[src/hdl/bdl_pkg.sv]
package bdl_pkg;

  localparam int unsigned MaxEntries = 256;

  localparam int unsigned CntW  = 9;
  localparam int unsigned PosW  = 8;
  localparam int unsigned FuncW = 3;
  localparam int unsigned StatW = 2;

  localparam logic [CntW-1:0] CapReset = 9'd256;

  typedef enum logic [FuncW-1:0] {
    FUNC_INS_HEAD  = 3'd0,
    FUNC_INS_TAIL  = 3'd1,
    FUNC_REM_HEAD  = 3'd2,
    FUNC_REM_TAIL  = 3'd3,
    FUNC_READ_HEAD = 3'd4,
    FUNC_READ_TAIL = 3'd5,
    FUNC_READ_IDX  = 3'd6
  } func_e;

  typedef enum logic [StatW-1:0] {
    STAT_OK    = 2'd0,
    STAT_FULL  = 2'd1,
    STAT_EMPTY = 2'd2,
    STAT_RANGE = 2'd3
  } status_e;

  // What the response stage keeps about one request besides the read word.
  typedef struct packed {
    logic            rd_ok;
    status_e         status;
    logic [CntW-1:0] list_size;
  } result_t;

endpackage

[src/hdl/bdl_ctrl.sv]
module bdl_ctrl #(
  parameter int unsigned ENTRY_BITS  = 32
) (
  input  logic                                   clk_i,
  input  logic                                   rst_ni,
  input  logic                                   accept_i,
  input  logic [bdl_pkg::FuncW-1:0]              func_i,
  input  logic [ENTRY_BITS-1:0]                  entry_data_i,
  input  logic [bdl_pkg::PosW-1:0]               position_i,
  input  logic                                   cfg_we_i,
  input  logic [bdl_pkg::CntW-1:0]               cfg_data_i,
  output logic                                   mem_we_o,
  output logic                                   mem_re_o,
  output logic [$clog2(bdl_pkg::MaxEntries)-1:0] mem_addr_o,
  output logic [ENTRY_BITS-1:0]                  mem_wdata_o,
  output bdl_pkg::result_t                       result_o
);

  localparam int unsigned PtrW = $clog2(bdl_pkg::MaxEntries);
  localparam int unsigned SumW = ((PtrW > bdl_pkg::CntW) ? PtrW : bdl_pkg::CntW) + 1;

  logic [PtrW-1:0]          head_q, head_d;
  logic [bdl_pkg::CntW-1:0] count_q, count_d;
  logic [bdl_pkg::CntW-1:0] cap_q;
  logic                     full, empty, out_of_range;
  logic                     we, re;
  logic [PtrW-1:0]          addr;
  bdl_pkg::status_e         status;
  logic [bdl_pkg::CntW-1:0] pos_ext;

  // Store index of the entry that sits off entries behind the head. Callers
  // keep off below the store depth, so one conditional subtract wraps it.
  function automatic logic [PtrW-1:0] slot_at(logic [PtrW-1:0] head,
                                               logic [bdl_pkg::CntW-1:0] off);
    logic [SumW-1:0] sum;
    sum = SumW'(head) + SumW'(off);
    if (sum >= SumW'(bdl_pkg::MaxEntries)) begin
      sum = sum - SumW'(bdl_pkg::MaxEntries);
    end
    return sum[PtrW-1:0];
  endfunction

  // A limit above the store depth saturates at the depth.
  assign full = (count_q >= cap_q) || (32'(count_q) >= 32'(bdl_pkg::MaxEntries));
  assign empty = (count_q == '0);
  assign pos_ext = bdl_pkg::CntW'(position_i);
  assign out_of_range = (pos_ext >= count_q);

  always_comb begin
    head_d  = head_q;
    count_d = count_q;
    we      = 1'b0;
    re      = 1'b0;
    addr    = head_q;
    status  = bdl_pkg::STAT_OK;
    case (bdl_pkg::func_e'(func_i))
      bdl_pkg::FUNC_INS_HEAD: begin
        if (full) begin
          status = bdl_pkg::STAT_FULL;
        end else begin
          head_d  = (head_q == '0) ? PtrW'(bdl_pkg::MaxEntries - 1) : head_q - PtrW'(1);
          addr    = head_d;
          we      = 1'b1;
          count_d = count_q + bdl_pkg::CntW'(1);
        end
      end
      bdl_pkg::FUNC_INS_TAIL: begin
        if (full) begin
          status = bdl_pkg::STAT_FULL;
        end else begin
          addr    = slot_at(head_q, count_q);
          we      = 1'b1;
          count_d = count_q + bdl_pkg::CntW'(1);
        end
      end
      bdl_pkg::FUNC_REM_HEAD: begin
        if (empty) begin
          status = bdl_pkg::STAT_EMPTY;
        end else begin
          head_d  = slot_at(head_q, bdl_pkg::CntW'(1));
          count_d = count_q - bdl_pkg::CntW'(1);
        end
      end
      bdl_pkg::FUNC_REM_TAIL: begin
        if (empty) begin
          status = bdl_pkg::STAT_EMPTY;
        end else begin
          count_d = count_q - bdl_pkg::CntW'(1);
        end
      end
      bdl_pkg::FUNC_READ_HEAD: begin
        if (empty) begin
          status = bdl_pkg::STAT_EMPTY;
        end else begin
          re = 1'b1;
        end
      end
      bdl_pkg::FUNC_READ_TAIL: begin
        if (empty) begin
          status = bdl_pkg::STAT_EMPTY;
        end else begin
          addr = slot_at(head_q, count_q - bdl_pkg::CntW'(1));
          re   = 1'b1;
        end
      end
      bdl_pkg::FUNC_READ_IDX: begin
        if (out_of_range) begin
          status = bdl_pkg::STAT_RANGE;
        end else begin
          addr = slot_at(head_q, pos_ext);
          re   = 1'b1;
        end
      end
      default: begin
      end
    endcase
  end

  always_ff @(posedge clk_i or negedge rst_ni) begin
    if (!rst_ni) begin
      head_q  <= '0;
      count_q <= '0;
      cap_q   <= bdl_pkg::CapReset;
    end else begin
      if (accept_i) begin
        head_q  <= head_d;
        count_q <= count_d;
      end
      if (cfg_we_i) begin
        cap_q <= cfg_data_i;
      end
    end
  end

  assign mem_we_o           = accept_i & we;
  assign mem_re_o           = accept_i & re;
  assign mem_addr_o         = addr;
  assign mem_wdata_o        = entry_data_i;
  assign result_o.rd_ok     = re;
  assign result_o.status    = status;
  assign result_o.list_size = count_d;

endmodule

[config.mk]
export PLATFORM = sky130hd
export DESIGN_NAME = bdl_ctrl
export DESIGN_NICKNAME = d
export VERILOG_FILES = /design/src/hdl/bdl_pkg.sv /design/src/hdl/bdl_ctrl.sv
export SDC_FILE = /design/constraint.sdc
export NUM_CORES = 1
export LEC_CHECK = 0
export ABC_AREA = 0
export BUFFER_PORTS_ARGS = -buffer_cell sky130_fd_sc_hd__buf_2
export CAP_MARGIN = 40
export CELL_PAD_IN_SITES_DETAIL_PLACEMENT = 0
export CELL_PAD_IN_SITES_GLOBAL_PLACEMENT = 1
export CORE_AREA = 3 3 121 123
export CTS_CLUSTER_DIAMETER = 200
export DETAILED_ROUTE_END_ITERATION = 16
export DIE_AREA = 0 0 124 126
export PLACE_DENSITY_LB_ADDON = 0.12
export SLEW_MARGIN = 25
export SYNTH_ARGS = -nofsm -noshare
export SYNTH_HDL_FRONTEND = slang
export SYNTH_SLANG_ARGS = --single-unit
[constraint.sdc]
create_clock -name clk_i -period 9 [get_ports clk_i]
set_input_delay 1.35 -clock clk_i [delete_from_list [all_inputs] [get_ports clk_i]]
set_output_delay 1.35 -clock clk_i [all_outputs]
set_load 0.05 [all_outputs]
# Word-level counts from Yosys, hierarchy flattened
# Cells that the tools add are included.
# Widths: inputs -> output; s select.
# classes
add_sub_neg	11
order_cmp	7
n_eq_ne	7
muxes	24
bitwise	2
reduce_logical	10
# ops
op	n
$mux 8	10
$sub 8x1->8 const B	5
$pmux 8 s4	1
$ge 9x9->1 const B	3
$add 8x9->10	2
$ge 10x9->1 const B	2
$mux 9	2
$pmux 9 s2	1
$pmux 8 s2	1
$add 8x1->9 const B	1
$add 8x8->9	1
$add 9x1->9 const B	1
$eq 3x3->1 const B	3
$ge 8x9->1	1
$ge 9x9->1	1
$logic_not 9->1	1
$sub 9x1->9 const B	1
$logic_not 8->1	1
$eq 3x2->1 const B	2
$pmux 2 s3	1
$reduce_or 2->1	3
$mux 1	5
$mux 2	2
$reduce_or 4->1	1
8 further kinds	9
# totals
register_bits	26
in_bits	56
output_inout_bits	54
word_cells	64

# Longest topological paths before layout
# Gate-level depths: netlist (run 1).
# logic_depth
word_depth	6
ltp_mapped	14
ltp_nobuf	14

# Worst setup path after synthesis (run 1)
# No wires, ideal clock.
# synth_path
kind	input to output
start	in position_i[2] (netlist bit)
end	out mem_addr_o[2] (netlist bit)
t_arrival_ns	3.810
t_required_ns	7.650
slack_ns	3.840
cell_stages	8
path_buffers	0
path_cell_list	ha_1 > a21o_1 > a31oi_1 > o21bai_1 > a21oi_1 > o21ai_0 > a32oi_1 > nor3b_1
# synth_between
elab_chain_cells	5
word_cells_on_any_way	7
classes_between	2 x add/sub; 2 x order compare; 3 x mux
# synth_lines
element	line_no	rtl
start, declared	bdl_ctrl.sv:9	input logic [bdl_pkg::PosW-1:0] position_i,
$add 8x8->9	bdl_ctrl.sv:36	sum = SumW'(head) + SumW'(off);
$sub 8x1->8 / $ge 9x9->1 (equally long branches)	bdl_ctrl.sv:38, bdl_ctrl.sv:37	
$mux 8	bdl_ctrl.sv:37	if (sum >= SumW'(bdl_pkg::MaxEntries)) begin
$mux 8 (*)	bdl_ctrl.sv:107	if (out_of_range) begin
$pmux 8 s4 (*)	bdl_ctrl.sv:56	case (bdl_pkg::func_e'(func_i))
end, declared	bdl_ctrl.sv:14	output logic [$clog2(bdl_pkg::MaxEntries)-1:0] mem_addr_o,
# Every way passes the cells marked *; elsewhere a longest branch is shown, timed or not.

# Worst setup path in the final report (run 1)
# layout_path
start	in func_i[2] (netlist bit)
end	out mem_addr_o[0] (netlist bit)
# layout_between
elab_chain_cells	2
word_cells_on_any_way	5
classes_between	3 x eq/ne; 1 x mux; 1 x reduce/logical
# layout_lines
element	line_no	rtl
start, declared	bdl_ctrl.sv:7	input logic [bdl_pkg::FuncW-1:0] func_i,
$eq 3x3->1, or another cell as far along	bdl_ctrl.sv:56	
$pmux 8 s4 (*)	bdl_ctrl.sv:56	
# Marks and branches as above.

==> impl_metrics.toml, run 1 <==
[outcome]
run_status = "complete, no violations"

[setup_path]
r2r-start = "count_q[8]"
critPathRequiredTime_ns = 7.65
slowest_stage = "a211oi_1"
cpPeakStageDelay_ns = 0.57
crit_type = "input port to output pin"
cp-end-kind = "output pin"
timing.critical_path.buf_inv = 3
path_delay_family = "compound AO/OA/AOI/OAI gates"
timing.reg2reg.setup_slack_ns = 5.51
cp_max_fo = 28
cp_cell_sequence = "buf_2 -> inv_1 -> nor2_1 -> nand2_1 -> a211oi_1 -> a221oi_1 -> o21ai_0 -> a21oi_1 -> o22ai_1 -> buf_2"
r2r-end = "count_q[4]"
r2r_cells = 9
crit_top_cell = "buf_2"
startpoint_type = "input port"
worstPathArrival_ns = 4.14

[yosys]
ys.flop_type = "dfrtp_1"
async_reset_ff_frac = 1.00
avgSynthCellArea_sq_um = 7.34
yosys_warnings = 0
synth_top_family_by_area = "compound AO/OA/AOI/OAI gates"
synth_top_area_frac = 0.154
synth_nets = 656
synthTopCellsByArea = "dfrtp_1 (15%), ha_1 (14%), buf_4 (6.1%)"
syn_area_sq_mm = 0.00405
synth_compound_gate_area_share = 0.281
ys_seq_area_frac = 0.161
synth_edf_count = 0
muxShareOfSynthArea = 0.0414
ys_types = 57
synth-xor-area-share = 0.0519
ys_ff_latch = 26
yosys.area.top_type = "dfrtp_1"
synth_adder_area_share = 0.154
synth_cells = 552
yosys.area_share.simple = 0.185

[sta]
finalCriticalPeriod_ns = 5.49
setup_viol = 0
rsz0062_at_grt = "false"
finalHoldViolations = 0
worst_pin_slew_ns = 0.841
fmax_mhz = 182
timing.setup.tns_ns = 0
drv_slew = 0
clock_skew_ns = 0.00314
fin_crit_sh = 0.610
max_slew_margin = 0.435

[pwr]
power_density_mw_per_mm2 = 372
ir_drop_v = 0.000177
p_leak_nw = 1.85

[placed_design]
dp_hpwl_um = 11200
gp_congestion = 0.832
port_buffers = 45
placed_cells = 718

[floorplanning]
die_h_um = 126
die_w_um = 124
initial_core_util = 0.294
dieArea_sq_mm = 0.0156
core_area_sq_mm = 0.0138
fp-row-count = 43
ios = 110

[detailed_routing]
dr.pass1.iters = 5
drt_iter0_drc = 276
vias_per_cell = 5.54
wirelength_um = 14500
routedWlPerCell_um = 20.1
vias = 4009
ant_nets = 0
drc = 0

[clocking]
post_cts_resize_count = 0
cts.path.max_buffers = 2
htreeDepth = 1
cts_buffers = 3
hold_buffers = 0
root_buffer = "clkbuf_16"
cts_setup_buffers = 0
clkSinkCount = 26
insertion_delay_ns = 0.27
path_clk_slew_ns = 0.07
tritoncts = "yes"

[global_route]
grt_use_met1 = 0.276
busiest_layer = "met2"
grt_antenna_before_repair = 0
overflow = 0
grt_util_met2 = 0.298
use_met3 = 0.0225
grt_usage = 0.189
grt_max_degree = 29
first_global_vias = 3971
grt_pass1_wl_um = 22800

[cells_and_area]
syn_to_final_growth_pct = 5.56
final_cells = 723
final_cell_mix = "nand2_1 (56), buf_2 (46), ha_1 (45)"
diodes = 0
mostFrequentLayoutCell = "nand2_1"
drive_gt1_frac = 0.123
fin_nets = 648

[min_path]
whs_endpoint = "cap_q[8]"
min_path_cells = 2
hp-class = "flip-flop to flip-flop"
min_from = "cap_q[8]"

[job]
max-cap-violations = 0
==> layout make-up <==
type                            count  area (sq um)
Fill cell                        1546          9500
Inverter                           35           131
Tap cell                          180           225
Clock buffer                        3          75.1
Timing Repair Buffer               52           275
Clock inverter                      1          30.0
Sequential cell                    26           652
Multi-Input combinational cell    426          2890
==> where the power goes <==
part / internal [mW] / switching [mW] / leakage, nW / total [mW]
logic: 0.443 / 0.724 / 1.50 / 1.17
clock network: 0.0888 / 0.0473 / 0.0511 / 0.136
registers: 0.152 / 0.134 / 0.306 / 0.286
total: 0.684 / 0.905 / 1.85 / 1.59
==> synthesized netlist by cell type, types with 11 or more instances <==
library cell,number
nand2_1,56
ha_1,45
nor2_1,41
a21oi_1,40
inv_1,35
o21ai_0,35
buf_4,33
dfrtp_1,25
clkbuf_1,24
nor3_1,21
xnor2_1,21
nand3_1,14
o22ai_1,11
==> per-stage QoR <==
| step | power, mW | instance area [sq um] | util | setup WS, ns | hold WS [ns] |
|---|---|---|---|---|---|
| floorplan | 1.16 | 4050 | - | 3.84 | 0.478 |
| global placement | 1.46 | 4170 | 0.303 | 3.64 | 0.521 |
| detailed placement | 1.45 | 4170 | 0.303 | 3.55 | 0.522 |
| CTS | 1.60 | 4270 | 0.310 | 3.54 | 0.538 |
| global route | 1.74 | 4280 | 0.311 | 3.17 | 0.587 |
| finish | 1.59 | 4280 | 0.311 | 3.51 | 0.529 |
==> layer usage <==
metal	part of all wire	up-vias
met1	0.48	1924
met4	0.013	0
met5	0	-
li1	-	1944
met2	0.46	114
met3	0.046	27
==> worst max-delay path by stage <==
stage                       start       endpoint  slack [ns]  cells past startpoint
finish                  func_i[2]  mem_addr_o[0]        3.51                     10
global route           count_q[8]  mem_addr_o[2]        3.17                     10
CTS                     func_i[2]  mem_addr_o[0]        3.54                     10
detailed placement      func_i[2]  mem_addr_o[0]        3.55                     10
global placement        func_i[2]  mem_addr_o[0]        3.64                     10
floorplan           position_i[2]  mem_addr_o[2]        3.84                      8
==> worst reg2reg max path: cells and delay by family, from the launching register on <==
kind            cells  cell delay, ns
fa+ha+maj           1            0.37
simple gates        1            0.10
compound gates      6            1.94
mux                 1            0.27
flops               1            0.70
==> kinds of logic (layout without fill, tap and decap cells) <==
group	Yosys count	after routing
XOR/XNOR	24	24
multiplexers	16	16
adder cells (fa/ha/maj)	48	48
buffers and inverters	100	91
flip-flops	26	26
AO/OA/AOI/OAI	175	175
AND/OR/NAND/NOR	163	163
==> state kept, by name (all words and copies together) (netlist names) <==
signal	count
cap_q	9
count_q	9
head_q	8
(Power assumes the default switching activity.)
==> inputs of run 2 (changes only) <==
Clock period 9 ns to 5.31 ns, I/O delays scaled along.
==> impl_metrics.toml, run 2 (synthesized netlist as in run 1, its figures left out) <==
[global_route]
first_global_vias = 3882
overflow = 0
grt_usage = 0.188
grt_pass1_wl_um = 22800
grt_max_degree = 28
grt_antenna_before_repair = 0

[sta]
timing.setup.tns_ns = 0
setup_viol = 0
max_slew_margin = 0.495
hold_ws_ns = 0.520
finalCriticalPeriod_ns = 4.57
rsz0062_at_grt = "false"
clock_skew_ns = 0.00680
fmax_mhz = 219
worst_pin_slew_ns = 0.753
fin_crit_sh = 0.860
drv_slew = 0
finalHoldViolations = 0

[floorplanning]
ios = 110
die_h_um = 126
core_area_sq_mm = 0.0138
initial_core_util = 0.294
die_w_um = 124
dieArea_sq_mm = 0.0156
fp-row-count = 43

[setup_path]
startpoint_type = "flip-flop"
worstPathArrival_ns = 3.77
cp_max_fo = 13
timing.reg2reg.setup_slack_ns = 2.08
cp-end-kind = "output pin"
crit_type = "flip-flop to output pin"
critPathRequiredTime_ns = 4.51

[outcome]
run_status = "complete, no violations"

[pwr]
power_density_mw_per_mm2 = 628
p_leak_nw = 1.89
ir_drop_v = 0.000276

[detailed_routing]
dr.pass1.iters = 6
vias_per_cell = 5.60
drc = 0
vias = 4090
wirelength_um = 14800
routedWlPerCell_um = 20.3
drt_iter0_drc = 356
ant_nets = 0

[clocking]
cts_setup_buffers = 0
cts.path.max_buffers = 2
tritoncts = "yes"
clkSinkCount = 26
path_clk_slew_ns = 0.08
cts_buffers = 3
insertion_delay_ns = 0.28
post_cts_resize_count = 0
hold_buffers = 0
htreeDepth = 1
root_buffer = "clkbuf_16"

[cells_and_area]
final_cell_mix = "nand2_1 (56), buf_2 (47), ha_1 (45)"
syn_to_final_growth_pct = 6.79
fin_nets = 655
reg_top3 = "cap_q (9), count_q (9), head_q (8)"
stdcell_area_sq_mm = 0.00433
diodes = 0
drive_gt1_frac = 0.135
fillers = 1541
fin_util = 0.314
mostFrequentLayoutCell = "nand2_1"

[placed_design]
dpl-instance-area_sq_mm = 0.00422
gp_congestion = 0.839
dp_hpwl_um = 11400
port_buffers = 45

[min_path]
hp-class = "flip-flop to flip-flop"

[job]
max-cap-violations = 0
[run 2: worst max-delay path: stages (launching register included)]
cell and delay [ns]:
dfrtp_1 0.56, or4_4 0.62, nor2_1 0.27, xnor2_1 0.20, ha_1 0.31, nor3_1 0.18, nor2_1 0.08, a22o_1 0.22
a21oi_2 0.17, mux2i_1 0.21, a211oi_1 0.07, o211ai_1 0.10, a21boi_1 0.22, buf_2 0.30
[run 2: area by class of cell]
class | count | area, sq um | area share
multi-input combinational | 426 | 2890 | 0.667
tap | 180 | 225 | 0.0521
inverter | 35 | 131 | 0.0304
timing repair buffer | 59 | 325 | 0.0752
clock buffer | 3 | 75.1 | 0.0174
sequential | 26 | 652 | 0.151
clock inverter | 1 | 30.0 | 0.00694
[run 2: worst paths after layout]
check,start,end,cells after the start
max,count_q[2],mem_addr_o[7],13
min,cap_q[8],cap_q[8],2
max reg2reg,cap_q[8],count_q[4],10
min reg2reg,cap_q[8],cap_q[8],2
max in group asynchronous,rst_ni,count_q[0],1
min in group asynchronous,rst_ni,cap_q[4],1
[run 2: per-layer routing]
metal | vias to the layer above | GRT usage | share of wire
met5 | - | 0 | 0
met4 | 0 | 0.0522 | 0.020
met3 | 34 | 0.0260 | 0.052
met2 | 137 | 0.285 | 0.44
met1 | 1965 | 0.278 | 0.49
li1 | 1954 | - | -
[run 2: where the power goes]
| part | internal (mW) | switching, mW | leakage, nW |
|---|---|---|---|
| sequential | 0.259 | 0.187 | 0.306 |
| combinational | 0.771 | 1.26 | 1.53 |
| clock | 0.151 | 0.0867 | 0.0511 |
[run 2: through the flow]
step	std cells	power, mW	worst slack, ns
after floorplan	552	1.96	1.00
after global placement	724	2.46	1.11
after detailed placement	726	2.47	1.09
after CTS	730	2.73	0.757
after global routing	730	2.96	0.468
final	730	2.72	0.745
==> inputs of run 3 (changes only) <==
Settings changed: CTS_BUF_LIST set to sky130_fd_sc_hd__clkbuf_8.
==> impl_metrics.toml, run 3 (synthesized netlist as in run 1, its figures left out) <==
[floorplanning]
die_h_um = 126
dieArea_sq_mm = 0.0156
initial_core_util = 0.294
ios = 110
fp-row-count = 43
die_w_um = 124
core_area_sq_mm = 0.0138

[pwr]
ir_drop_v = 0.000275
p_leak_nw = 1.87
power_density_mw_per_mm2 = 621
totalPowerFinal_mw = 2.66

[setup_path]
timing.reg2reg.setup_slack_ns = 2.08
critPathRequiredTime_ns = 4.51
cp_max_fo = 7
startpoint_type = "flip-flop"
r2r-start = "cap_q[8]"
cp-end-kind = "output pin"
worstPathArrival_ns = 3.81
crit_path_end = "mem_addr_o[5]"
r2r-end = "count_q[4]"
crit_type = "flip-flop to output pin"
r2r_cells = 10
cp-startpoint = "count_q[0]"

[sta]
timing.setup.tns_ns = 0
finalHoldViolations = 0
setup_viol = 0
max_slew_margin = 0.492
fin_crit_sh = 0.868
fmax_mhz = 217
finalCriticalPeriod_ns = 4.61
drv_slew = 0
clock_skew_ns = 0.00391
finalWorstSetupSlack_ns = 0.703
worst_pin_slew_ns = 0.756
rsz0062_at_grt = "false"

[cells_and_area]
fillers = 1544
drive_gt1_frac = 0.135
diodes = 0
reg_top3 = "cap_q (9), count_q (9), head_q (8)"
fin_nets = 655
stdcell_area_sq_mm = 0.00429
syn_to_final_growth_pct = 5.96
final_cell_mix = "nand2_1 (56), buf_2 (47), ha_1 (45)"
final_cells = 730
mostFrequentLayoutCell = "nand2_1"

[job]
max-cap-violations = 0

[detailed_routing]
drt_iter0_drc = 391
routedWlPerCell_um = 20.3
wirelength_um = 14800
vias = 4091
drc = 0
vias_per_cell = 5.60
dr.pass1.iters = 6
ant_nets = 0

[global_route]
first_global_vias = 3893
grt_antenna_before_repair = 0
overflow = 0
grt_usage = 0.188
grt_pass1_wl_um = 22800
grt_max_degree = 28

[placed_design]
dpl-instance-area_sq_mm = 0.00422
port_buffers = 45
placed_cells = 726
dp_hpwl_um = 11400
post-place-ws_ns = 1.09
gp_congestion = 0.839

[min_path]
hp-class = "input port to asynchronous set/reset pin"

[clocking]
cts.path.max_buffers = 2
htreeDepth = 1
insertion_delay_ns = 0.30
post_cts_resize_count = 0
hold_buffers = 0
root_buffer = "clkbuf_8"
cts_setup_buffers = 0
cts_buffers = 3
clkSinkCount = 26
tritoncts = "yes"
path_clk_slew_ns = 0.12

[outcome]
run_status = "complete, no violations"
-- run 3: how the worst min path moves through the flow --
stage	from	to	slack [ns]	depth (start not counted)
after detailed placement	cap_q[8]	cap_q[8]	0.51	2
after CTS	rst_ni	cap_q[4]	0.53	1
after global placement	cap_q[8]	cap_q[8]	0.51	2
after floorplan	cap_q[8]	cap_q[8]	0.48	2
final	rst_ni	cap_q[4]	0.52	1
after global routing	rst_ni	cap_q[7]	0.56	1
-- run 3: final cells by class --
type,count,area [sq um],area share
tap,180,225,0.0525
timing repair buffer,59,325,0.0758
multi-input combinational,426,2890,0.673
inverter,35,131,0.0306
sequential,26,652,0.152
clock inverter,1,30.0,0.00700
clock buffer,3,41.3,0.00962
-- run 3: metrics by stage --
stage                     utilization  hold slack [ns]
after CTS                       0.312            0.533
after floorplan                     -            0.478
after global routing            0.312            0.556
after global placement          0.306            0.507
final                           0.312            0.522
after detailed placement        0.307            0.513
-- run 3: critical path, cell delays in order (launching register included) --
cell	delay (ns)
dfrtp_1	0.49
inv_1	0.26
ha_1	0.31
nand2_1	0.16
xnor2_1	0.22
ha_1	0.29
a21oi_1	0.22
o21ai_0	0.15
xnor2_1	0.16
o21ai_0	0.17
a21oi_1	0.10
a2111oi_0	0.37
a2111oi_0	0.12
a21oi_1	0.19
buf_2	0.30
-- run 3: where the power goes --
part / total (mW) / switching, mW / leakage, nW / internal (mW)
logic: 2.03 / 1.26 / 1.53 / 0.772
clock network: 0.184 / 0.0829 / 0.0357 / 0.101
registers: 0.446 / 0.188 / 0.306 / 0.259
total: 2.66 / 1.53 / 1.87 / 1.13
-- run 3: routing by layer --
layer | track usage | vias up | share of wire
li1 | - | 1954 | -
met1 | 0.277 | 1961 | 0.49
met2 | 0.286 | 144 | 0.44
met3 | 0.0260 | 32 | 0.053
met4 | 0.0503 | 0 | 0.017
met5 | 0 | - | 0
